## config.mk

```make
export PLATFORM = sky130hd
export DESIGN_NAME = elimination_tree_column_counts
export DESIGN_NICKNAME = d
export VERILOG_FILES = /design/src/design/etc_pkg.sv /design/src/design/etc_node_ram.sv /design/src/design/etc_cfg.sv /design/src/design/etc_seq.sv /design/src/design/elimination_tree_column_counts.sv
export SDC_FILE = /design/constraint.sdc
export NUM_CORES = 2
export LEC_CHECK = 0
export ABC_AREA = 1
export BUFFER_PORTS_ARGS = -buffer_cell sky130_fd_sc_hd__buf_4
export CORE_ASPECT_RATIO = 0.7
export CORE_UTILIZATION = 50
export DETAILED_ROUTE_END_ITERATION = 8
export PLACE_DENSITY = 0.7
export SLEW_MARGIN = 20
export SYNTH_ARGS = -nofsm -noshare
export SYNTH_HDL_FRONTEND = slang
export SYNTH_HIERARCHICAL = 1
export SYNTH_SLANG_ARGS = --single-unit
```

## constraint.sdc

```tcl
create_clock -name clk -period 5.35 [get_ports clk]
set_input_delay 0.8025 -clock clk [delete_from_list [all_inputs] [get_ports clk]]
set_output_delay 0.8025 -clock clk [all_outputs]
set_load 0.005 [all_outputs]
```

## src/design/etc_pkg.sv

```systemverilog
// Shared types and constants of the elimination tree and column count block.
package etc_pkg;

  localparam int MAX_N_DEFAULT = 64;

  localparam int SIZE_W      = 7;
  localparam int ROW_W       = 6;
  localparam int PARENT_W    = 7;
  localparam int COUNT_W     = 6;
  localparam int START_W     = 11;
  localparam int PADDR_W     = 3;
  localparam int PDATA_W     = 32;

  localparam logic [SIZE_W-1:0] MATRIX_SIZE_RESET = 7'd64;

  // Register index, taken from paddr[2].
  localparam logic REG_MATRIX_SIZE = 1'b0;

  localparam logic STATUS_OK     = 1'b0;
  localparam logic STATUS_REJECT = 1'b1;

  typedef enum logic [1:0] {
    MODE_ENTRY   = 2'd0,
    MODE_CLOSE   = 2'd1,
    MODE_QUERY   = 2'd2,
    MODE_RESTART = 2'd3
  } mode_t;

  typedef struct packed {
    mode_t            mode;
    logic [ROW_W-1:0] row_index;
  } cmd_t;

  typedef struct packed {
    logic signed [PARENT_W-1:0] parent_node;
    logic [COUNT_W-1:0]         entry_count;
    logic [START_W-1:0]         column_start;
    logic                       status;
  } result_t;

endpackage

```

## src/design/etc_node_ram.sv

```systemverilog
// Single-port-write, single-port-read node memory with registered read data.
module etc_node_ram #(
  parameter int DEPTH = 64,
  parameter int AW    = 6,
  parameter int DW    = 19
) (
  input  logic          clk,
  input  logic          we,
  input  logic [AW-1:0] waddr,
  input  logic [DW-1:0] wdata,
  input  logic [AW-1:0] raddr,
  output logic [DW-1:0] rdata
);

  logic [DW-1:0] mem [DEPTH];

  always_ff @(posedge clk) begin
    if (we) begin
      mem[waddr] <= wdata;
    end
    rdata <= mem[raddr];
  end

endmodule

```

## src/design/etc_cfg.sv

```systemverilog
// APB register holding the matrix size.
module etc_cfg
  import etc_pkg::*;
(
  input  logic               clk,
  input  logic               rst,
  input  logic               psel,
  input  logic               penable,
  input  logic               pwrite,
  input  logic [PADDR_W-1:0] paddr,
  input  logic [PDATA_W-1:0] pwdata,
  output logic [PDATA_W-1:0] prdata,
  output logic               pready,
  output logic [SIZE_W-1:0]  matrix_size
);

  logic wr_size;

  assign pready  = 1'b1;
  assign wr_size = psel && penable && pwrite && (paddr[2] == REG_MATRIX_SIZE);

  always_ff @(posedge clk) begin
    if (rst) begin
      matrix_size <= MATRIX_SIZE_RESET;
    end else if (wr_size) begin
      matrix_size <= pwdata[SIZE_W-1:0];
    end
  end

  always_comb begin
    prdata = '0;
    if (paddr[2] == REG_MATRIX_SIZE) begin
      prdata[SIZE_W-1:0] = matrix_size;
    end
  end

endmodule

```

## src/design/etc_seq.sv

```systemverilog
// Sequencer that walks the elimination tree and sums column counts over the node memory.
module etc_seq
  import etc_pkg::*;
#(
  parameter int MAX_N = MAX_N_DEFAULT
) (
  input  logic              clk,
  input  logic              rst,
  input  logic [SIZE_W-1:0] matrix_size,
  input  logic              start,
  input  cmd_t              cmd,
  output logic              busy,
  output logic              done,
  output result_t           result
);

  localparam int NW = $clog2(MAX_N);
  localparam int CW = $clog2(MAX_N + 1);
  localparam int DW = 1 + 3 * NW;

  typedef enum logic [1:0] {S_IDLE, S_OPEN, S_WALK, S_SUM} state_t;

  state_t                state;
  logic [CW-1:0]         cur;
  logic [NW-1:0]         open_idx;
  logic [NW-1:0]         node;
  logic [NW-1:0]         last;
  logic [START_W-1:0]    acc;

  logic                  we;
  logic [NW-1:0]         waddr;
  logic [DW-1:0]         wdata;
  logic [NW-1:0]         raddr;
  logic [DW-1:0]         rdata;

  logic [CW-1:0]         n_eff;
  logic [CW-1:0]         cur_inc;
  logic [NW-1:0]         k;
  logic [NW+ROW_W-1:0]   row_ext;
  logic [NW-1:0]         row_n;
  logic                  rd_root;
  logic [NW-1:0]         rd_parent;
  logic [NW-1:0]         rd_mark;
  logic [NW-1:0]         rd_count;
  logic [NW-1:0]         walk_next;
  logic                  cur_lt_n;
  logic                  row_lt_cur;
  logic                  row_lt_n;
  logic                  next_lt_cur;
  logic                  inc_lt_max;
  logic [NW+PARENT_W-1:0] parent_wide;
  logic [NW+COUNT_W-1:0]  count_wide;
  logic [NW+START_W-1:0]  acc_wide;
  logic [START_W-1:0]     acc_next;
  result_t                sum_result;
  result_t                reject_result;

  etc_node_ram #(
    .DEPTH (MAX_N),
    .AW    (NW),
    .DW    (DW)
  ) u_ram (
    .clk   (clk),
    .we    (we),
    .waddr (waddr),
    .wdata (wdata),
    .raddr (raddr),
    .rdata (rdata)
  );

  assign busy = (state != S_IDLE);

  always_comb begin
    n_eff     = (int'(matrix_size) > MAX_N) ? CW'(MAX_N) : CW'(matrix_size);
    cur_inc   = cur + 1'b1;
    k         = cur[NW-1:0];
    row_ext   = {{NW{1'b0}}, cmd.row_index};
    row_n     = row_ext[NW-1:0];

    rd_root   = rdata[DW-1];
    rd_parent = rdata[3*NW-1:2*NW];
    rd_mark   = rdata[2*NW-1:NW];
    rd_count  = rdata[NW-1:0];
    walk_next = rd_root ? k : rd_parent;

    cur_lt_n    = cur < n_eff;
    row_lt_cur  = {{CW{1'b0}}, cmd.row_index} < {{ROW_W{1'b0}}, cur};
    row_lt_n    = {{CW{1'b0}}, cmd.row_index} < {{ROW_W{1'b0}}, n_eff};
    next_lt_cur = {{CW{1'b0}}, walk_next} < {{NW{1'b0}}, cur};
    inc_lt_max  = cur_inc < CW'(MAX_N);

    parent_wide = {{PARENT_W{1'b0}}, rd_parent};
    count_wide  = {{COUNT_W{1'b0}}, rd_count};
    acc_wide    = {{NW{1'b0}}, acc} + {{START_W{1'b0}}, rd_count};
    acc_next    = acc_wide[START_W-1:0];

    sum_result.parent_node  = rd_root ? '1 : parent_wide[PARENT_W-1:0];
    sum_result.entry_count  = count_wide[COUNT_W-1:0];
    sum_result.column_start = acc;
    sum_result.status       = STATUS_OK;

    reject_result.parent_node  = '0;
    reject_result.entry_count  = '0;
    reject_result.column_start = '0;
    reject_result.status       = STATUS_REJECT;

    // Memory port: the read address always points at the node the next cycle inspects.
    case (state)
      S_IDLE:  raddr = (cmd.mode == MODE_QUERY) ? '0 : row_n;
      S_WALK:  raddr = walk_next;
      S_SUM:   raddr = node + 1'b1;
      default: raddr = node;
    endcase

    we    = 1'b0;
    waddr = node;
    wdata = {1'b0, walk_next, k, rd_count + 1'b1};
    case (state)
      S_OPEN: begin
        we    = 1'b1;
        waddr = open_idx;
        wdata = {1'b1, {NW{1'b0}}, open_idx, {NW{1'b0}}};
      end
      S_WALK: begin
        we = (rd_mark != k);
      end
      default: begin
        we = 1'b0;
      end
    endcase
  end

  always_ff @(posedge clk) begin
    if (rst) begin
      state    <= S_OPEN;
      cur      <= '0;
      open_idx <= '0;
      done     <= 1'b0;
    end else begin
      done <= 1'b0;
      case (state)
        S_IDLE: begin
          if (start) begin
            case (cmd.mode)
              MODE_ENTRY: begin
                if (cur_lt_n && row_lt_cur) begin
                  node  <= row_n;
                  state <= S_WALK;
                end
              end
              MODE_CLOSE: begin
                if (cur_lt_n) begin
                  cur <= cur_inc;
                  if (inc_lt_max) begin
                    open_idx <= cur_inc[NW-1:0];
                    state    <= S_OPEN;
                  end
                end
              end
              MODE_QUERY: begin
                if (cur_lt_n || !row_lt_n) begin
                  done   <= 1'b1;
                  result <= reject_result;
                end else begin
                  node  <= '0;
                  last  <= row_n;
                  acc   <= '0;
                  state <= S_SUM;
                end
              end
              MODE_RESTART: begin
                cur      <= '0;
                open_idx <= '0;
                state    <= S_OPEN;
              end
              default: begin
                state <= S_IDLE;
              end
            endcase
          end
        end
        S_OPEN: begin
          state <= S_IDLE;
        end
        S_WALK: begin
          if (rd_mark == k || !next_lt_cur) begin
            state <= S_IDLE;
          end else begin
            node <= walk_next;
          end
        end
        S_SUM: begin
          if (node == last) begin
            done   <= 1'b1;
            result <= sum_result;
            state  <= S_IDLE;
          end else begin
            acc  <= acc_next;
            node <= node + 1'b1;
          end
        end
        default: begin
          state <= S_IDLE;
        end
      endcase
    end
  end

endmodule

```

## src/design/elimination_tree_column_counts.sv

```systemverilog
// Top level of the symbolic elimination tree and column count analysis block.
//
// This block builds the elimination tree and the per-column nonzero counts of L for a
// sparse symmetric matrix whose columns are fed in order. A transaction is taken when
// start is high and busy is low; cmd.mode selects a row entry of the current column,
// a column close, a node query or a matrix restart. Only queries produce a result: it
// appears on result for exactly one cycle with done high, and the receiver cannot
// stall it, so it must be captured in that cycle. Timing is set by the single node
// memory port, which is read once per cycle. A row entry that starts a walk keeps
// busy high while it visits nodes on its way toward the root, updating each node
// not yet marked for the current column, and stops at the root or at a node already
// marked. An entry or a close that the block ignores leaves busy low, and so does the
// close of column MAX_N - 1, since there is no further node to open. Any other close,
// and a restart, keeps busy high while the newly opened node is initialized. A query
// for node r reads nodes 0 through r in turn, summing the counts of the nodes before
// r to form the column start; busy stays high while it does so, and done goes high
// in the same cycle that busy falls. A rejected query (columns still open, or node
// outside the matrix) leaves busy low and answers in the cycle after it is taken,
// with status set. After reset the block keeps busy high while it initializes node
// zero. The matrix size is written through the APB port at byte address 0 and should
// only be changed while the block is idle; sizes above MAX_N behave as MAX_N.
module elimination_tree_column_counts
  import etc_pkg::*;
#(
  parameter int MAX_N = MAX_N_DEFAULT
) (
  input  logic               clk,
  input  logic               rst,
  input  logic               psel,
  input  logic               penable,
  input  logic               pwrite,
  input  logic [PADDR_W-1:0] paddr,
  input  logic [PDATA_W-1:0] pwdata,
  output logic [PDATA_W-1:0] prdata,
  output logic               pready,
  input  logic               start,
  input  cmd_t               cmd,
  output logic               busy,
  output logic               done,
  output result_t            result
);

  logic [SIZE_W-1:0] matrix_size;

  // Configuration register file.
  etc_cfg u_cfg (
    .clk         (clk),
    .rst         (rst),
    .psel        (psel),
    .penable     (penable),
    .pwrite      (pwrite),
    .paddr       (paddr),
    .pwdata      (pwdata),
    .prdata      (prdata),
    .pready      (pready),
    .matrix_size (matrix_size)
  );

  // Sequencer with the node memory: tree walks, node initialization and prefix sums.
  etc_seq #(
    .MAX_N (MAX_N)
  ) u_seq (
    .clk         (clk),
    .rst         (rst),
    .matrix_size (matrix_size),
    .start       (start),
    .cmd         (cmd),
    .busy        (busy),
    .done        (done),
    .result      (result)
  );

endmodule
```

### Word-level counts from Yosys, hierarchy flattened

Memories as Yosys holds them, arrays and structs flattened. A register that Yosys moved wholly into a read port is not among the register bits.
Index checks and enable logic that the tools add are counted.

* shifts and indexed selects: 0
* equality and inequality tests: 24
* divide/modulo/power cells: 0
* bitwise logic cells: 3
* magnitude comparators: 6
* mux-type cells: 47
* multipliers: 0
* add/subtract/negate cells: 4
* reductions and logical operators: 21

Operators with widths (number)
* 25-bit two-way mux: 4
* 6-bit two-way mux: 10
* 25-bit one-hot mux with 2 select lines: 1
* 11-bit two-way mux: 4
* 6-bit one-hot mux with 3 select lines: 2
* 7-bit two-way mux: 4
* 6-bit one-hot mux with 2 select lines: 2
* 11-bit one-hot mux with 2 select lines: 1
* 6-bit by 7-bit less-than comparator with 1-bit output: 3
* 19-bit two-way mux: 1
* 2-bit one-hot mux with 4 select lines: 2
* 2-bit two-way mux: 7
* 7-bit one-hot mux with 2 select lines: 1
* 6-bit by 1-bit adder with 6-bit output, second input constant: 2
* 6-bit == test: 2
* 2-bit by 1-bit != test with 1-bit output, second input constant: 6
* 3-bit by 2-bit != test with 1-bit output, second input constant: 4
* 6-bit AND reduction: 2
* 11-bit by 6-bit adder with 11-bit output: 1
* 5-bit AND reduction: 2
* 2-bit == test, second input constant: 4
* 2-bit != test, second input constant: 4
* 8-bit AND reduction: 1
* 7-bit by 1-bit adder with 7-bit output, second input constant: 1
* 17 further kinds: 34

* ROM bits: 0
* memories kept: 1
* latch bits: 0
* input port bits: 49
* bits in writable memories: 1216
* bits in registers: 71

Memories
* u_seq.u_ram.mem: depth 64, width 19, rd ports 1, clocked after memory_dff 1, wr ports 1, RTL line etc_node_ram.sv:15 `logic [DW-1:0] mem [DEPTH];`

### Longest topological paths before layout

* depth in word-level cells: 9
* depth in mapped cells: 20

### Cells and area by module

Netlist, hierarchy kept.

By module, submodules not included
* etc_node_ram: area each 49595.1 um^2, cells an instance 4159, instances 1, seq. area each 36895.4 um^2
* etc_seq: area each 4290.4 um^2, cells an instance 569, instances 1, seq. area each 1761.7 um^2
* etc_cfg: area each 605.6 um^2, cells an instance 91, instances 1, seq. area each 140.1 um^2

### Least setup slack after synthesis

No wires, ideal clock.

* path kind: register to register
* start point: register u_seq.state[1]
* end point: memory u_seq.u_ram.mem[48][0] (enable)
* arrival: 4610 ps
* required time: 4906 ps
* slack: 296 ps
* cell stages (with the launch flop): 10
* path buffers: 3
* cells stage by stage: dfxtp_1 > inv_1 > ha_1 > clkbuf_1 > inv_1 > clkbuf_1 > a21boi_0 > clkbuf_1 > nand4_1 > nor4_1

* cells in the longest elaborated chain, start to end: 4
* elaborated cells between the ends (all ways): 6
* those cells by class: eq/ne (2); mux (4)

Ends and longest elaborated chain
* from (decl): RTL line etc_seq.sv:23 `state_t state;`
* from (signal assigned): RTL line etc_seq.sv:135 `state <= S_OPEN;`
* from (signal assigned): RTL line etc_seq.sv:148 `state <= S_WALK;`
* from (signal assigned): RTL line etc_seq.sv:156 `state <= S_OPEN;`
* 2-bit == test or 2-bit by 1-bit == test with 1-bit output (tied branches): RTL line etc_seq.sv:118 `case (state)`
* 1-bit one-hot mux with 2 select lines (*): RTL line etc_seq.sv:118
* named net u_seq.we: RTL line etc_seq.sv:30 `logic we;`
* 1-bit two-way mux (*): RTL line etc_node_ram.sv:18 `if (we) begin`
* 1-bit two-way mux (not written as such) (*): RTL line etc_node_ram.sv:19 `mem[waddr] <= wdata;`
* to (decl): RTL line etc_node_ram.sv:15

The timed path passes the listed nets; every way through them passes the cells marked *.

### Worst setup path after layout

* start point: register u_seq.state[1]
* end point: register u_seq.u_ram.rdata[6], read port of u_seq.u_ram.mem

* cells in the longest elaborated chain, start to end: 2
* elaborated cells between the ends (all ways): 4
* those cells by class: eq/ne (2); mux (1); reduce/logical (1)

Ends and longest elaborated chain
* 2-bit == test or 2-bit zero test (tied branches): RTL line etc_seq.sv:108 `case (state)`
* 6-bit one-hot mux with 3 select lines (*): RTL line etc_seq.sv:108
* named net u_seq.raddr[0]: RTL line etc_seq.sv:33 `logic [NW-1:0] raddr;`
* to (decl): RTL line etc_node_ram.sv:12 `output logic [DW-1:0] rdata`

Marked as above.
A chain may end at the register's enable or synchronous reset.

==> flow_summary_export.csv <==
group,metric,value,unit
synthesis,yosysMostFrequentCell,"nand2_1",
global_routing,grt_pass1_wl,210,mm
outcome,status,"complete, no violations",
floorplanning,die_h,278,um
synthesis,synth_commonest_cells,"1,681 x nand2_1, 1,264 x edfxtp_1, 1,060 x nand3_1",
sta,hold_viol_final,0,
placement,place.gp.congestion,0.874,
floorplanning,num_rows,100,
floorplanning,die_area,110000,um2
flow_run,max-cap-violations,0,
sta,skew,0.0246,ns
floorplanning,core,107000,um2
synthesis,synth-simple-area-share,22.9,%
worst_setup_path,critPathCaptureType,"flop",
drt,drtAntennaViolNets,0,
worst_setup_path,critPathArrivalTime,5.27,ns
clocking,cts_setup_buffers,0,
global_routing,overflow,0,
sta,period_share,86.7,%
clocking,cts.clk_slew.worst_paths,0.07,ns
synthesis,synthMuxAreaShare,0,%
placement,placed_cells,6167,
synthesis,ys_seq_elements,1306,
global_routing,grt_pass1_vias,34100,
synthesis,syn_area_per_cell,11.3,um2
worst_setup_path,critical_path_class,"reg -> reg",
finish,finalNonFillerCells,6380,
synthesis,synth_cell_type_count,42,
drt,drt-total-wl,140,mm
synthesis,syn_area,54500,um2
sta,maxSlewHeadroom,30.8,%
finish,nFillCells,8610,
global_routing,grt_max_degree,153,
sta,fin_tns_setup,0,ns
synthesis,synthXorXnorAreaFrac,0.113,%
pwr,power.density,654,nW/um2
drt,avgViaCountPerCell,5.75,
pwr,peakVddDrop,0.670,mV
worst_setup_path,startpoint_type,"flop",
clocking,htreeDepth,3,
synthesis,syn_inst,4819,
clocking,clk_latency,0.72,ns
sta,setup_violations,0,
synthesis,netlist.area_leader.share,69.7,%
sta,fmax,216,MHz
drt,dr.pass1.iters,8,
drt,first_iter_violations,4760,
worst_setup_path,cp.required,5.98,ns
floorplanning,io_pins,109,
pwr,p_leak,22.5,nW
clocking,cts_tree,"yes",
finish,diodes,0,
finish,fin_area,60600,um2
clocking,post_cts_resized,0,
floorplanning,initial_core_util,50.9,%
floorplanning,dieWidth,397,um
sta,fin_crit,4.64,ns
clocking,root_buffer,"clkbuf_16",
drt,drcViolationCount,0,
synthesis,ys_seq_area_share,71.2,%
finish,syn_to_final_growth,11.2,%
clocking,clock_path_buffers,3,
placement,hpwl,76.8,mm
finish,layout-drive-gt1-share,9.71,%
global_routing,grt.total_usage,25.2,%
worst_setup_path,path_max_fanout,123,
sta,worstMarginPinSlew,1.04,ns
clocking,ctsHoldBuffers,0,
synthesis,ys.flop_type,"edfxtp_1",
synthesis,synth-edff-count,1264,
drt,drt-wirelength-per-cell,21.9,um
clocking,numCtsBuffers,115,
synthesis,synth_area_leaders,"edfxtp_1 70%, nand2_1 12%, nand3_1 9.7%, buf_2 1.6%, dfxtp_1 1.5%",
synthesis,synth_top_family_by_area,"simple AND/OR/NAND/NOR gates",
drt,num_vias,36700,
synthesis,synthAdderAreaFrac,0.817,%
global_routing,grt_antenna_before_repair,4,
finish,num-nets-final,4940,
synthesis,ys_async_sr_fraction,0,%
placement,port_buffers,55,
placement,placed_area,56900,um2
sta,grt_setup_unrepaired,"no",
synthesis,synth-compound-area-share,1.07,%
synthesis,synth.yosys.warnings,6,
sta,drv_slew,0,
synthesis,synth_area_leader_cell,"edfxtp_1",
clocking,cts.sinks,1306,
min_path,hp-class,"in -> reg",
==> worst max-delay path: stages (launching register included) <==
cell,delay (ns)
dfxtp_1,0.34
inv_1,0.14
ha_4,0.64
inv_1,0.55
o21ai_0,0.20
nor2_1,0.10
a21oi_4,0.47
buf_4,0.34
buf_12,0.41
nand2_1,0.12
nand3_1,0.12
nand3_1,0.09
nand2_1,0.18
nand2_1,0.07
nand3_1,0.09
nand3_1,0.31
nand2_1,0.20
==> registers in the layout, indices dropped and copies added, names as in the netlist <==
name / flops
u_seq/last: 6
u_seq/u_ram/mem: 1216
u_seq/cur: 7
u_seq/acc: 11
u_seq/done: 1
u_seq/state: 2
u_cfg/matrix_size: 7
u_seq/result: 25
u_seq/node: 6
u_seq/u_ram/rdata: 19
u_seq/open_idx: 6
==> power by group <==
group / internal, mW / leakage [nW] / switching [mW] / total [mW]
Clock: 4.55 / 1.80 / 3.66 / 8.21
Sequential: 13.1 / 12.0 / 0.212 / 13.3
Combinational: 4.50 / 8.73 / 13.6 / 18.1
Total: 22.2 / 22.5 / 17.5 / 39.6
==> metrics by stage <==
step	utilization, %	hold slack [ns]	setup WS (ns)	total power [mW]
final	56.6	0.314	0.711	39.6
after global placement	53.1	0.477	1.01	30.9
after CTS	56.6	0.268	0.880	39.4
after floorplan	-	0.465	0.296	25.1
after detailed placement	53.1	0.487	0.934	31.2
after global routing	56.6	0.289	0.535	41.6
==> cells in the final DEF (no fill, tap or decap), types with 12 or more instances in the layout <==
cell type  synthesis  final
ha_1              34     33
nand2_1         1681   1681
clkbuf_16          0    118
conb_1             2     26
clkinv_2           1     20
buf_12             0     19
edfxtp_1        1264   1264
nand4_1           12     12
clkinv_1           4     32
nand3_1         1060   1060
o21ai_1           12     15
clkbuf_1          51     27
nor2_1           150     86
buf_4             45    184
dfxtp_1           42     42
a21oi_1           40     36
inv_2             13     13
nor2_2             3     59
o21ai_0           38     28
inv_1             98     96
==> routing by layer <==
metal,up-vias,share of wire [%],global-route usage (%)
met4,4,2.9,7.52
met3,264,12,5.64
met1,17700,42,37.6
li1,16800,-,-
met2,1932,44,36.9
met5,-,0.019,0
==> layout make-up <==
type                    count  area (um2)  share of cell area (%)
flip-flops and latches   1306       38800                    64.0
multi-input cells        3113       14100                    23.3
clock buffers             147        3080                    5.09
well taps                1428        1790                    2.95
inverters                 117         469                   0.775
repair buffers            203        1760                    2.91
clock inverters            66         594                   0.981
==> kinds of logic (layout without fill, tap and decap cells) <==
kind of cell	Yosys count	after routing
fa+ha+maj	35	35
buf+inv	424	533
flops	1306	1306
simple gates	2936	2936
other cells	2	26
xor+xnor	7	7
compound gates	109	109
==> worst paths after layout <==
| kind | start | endpoint | slack (ns) | depth (start not counted) |
|---|---|---|---|---|
| worst max-delay path | u_seq/state[1]$_SDFFE_PP0P_ | u_seq/u_ram/rdata[6]$_DFF_P_ | 0.71 | 16 |
| worst min register to register | u_seq/open_idx[4]$_SDFFE_PP0P_ | u_seq/open_idx[4]$_SDFFE_PP0P_ | 0.50 | 2 |
| worst max register to register | u_seq/state[1]$_SDFFE_PP0P_ | u_seq/u_ram/rdata[6]$_DFF_P_ | 0.71 | 16 |
| worst min-delay path | cmd[0] | u_seq/last[0]$_DFFE_PP_ | 0.31 | 1 |
(Power assumes the default switching activity.)
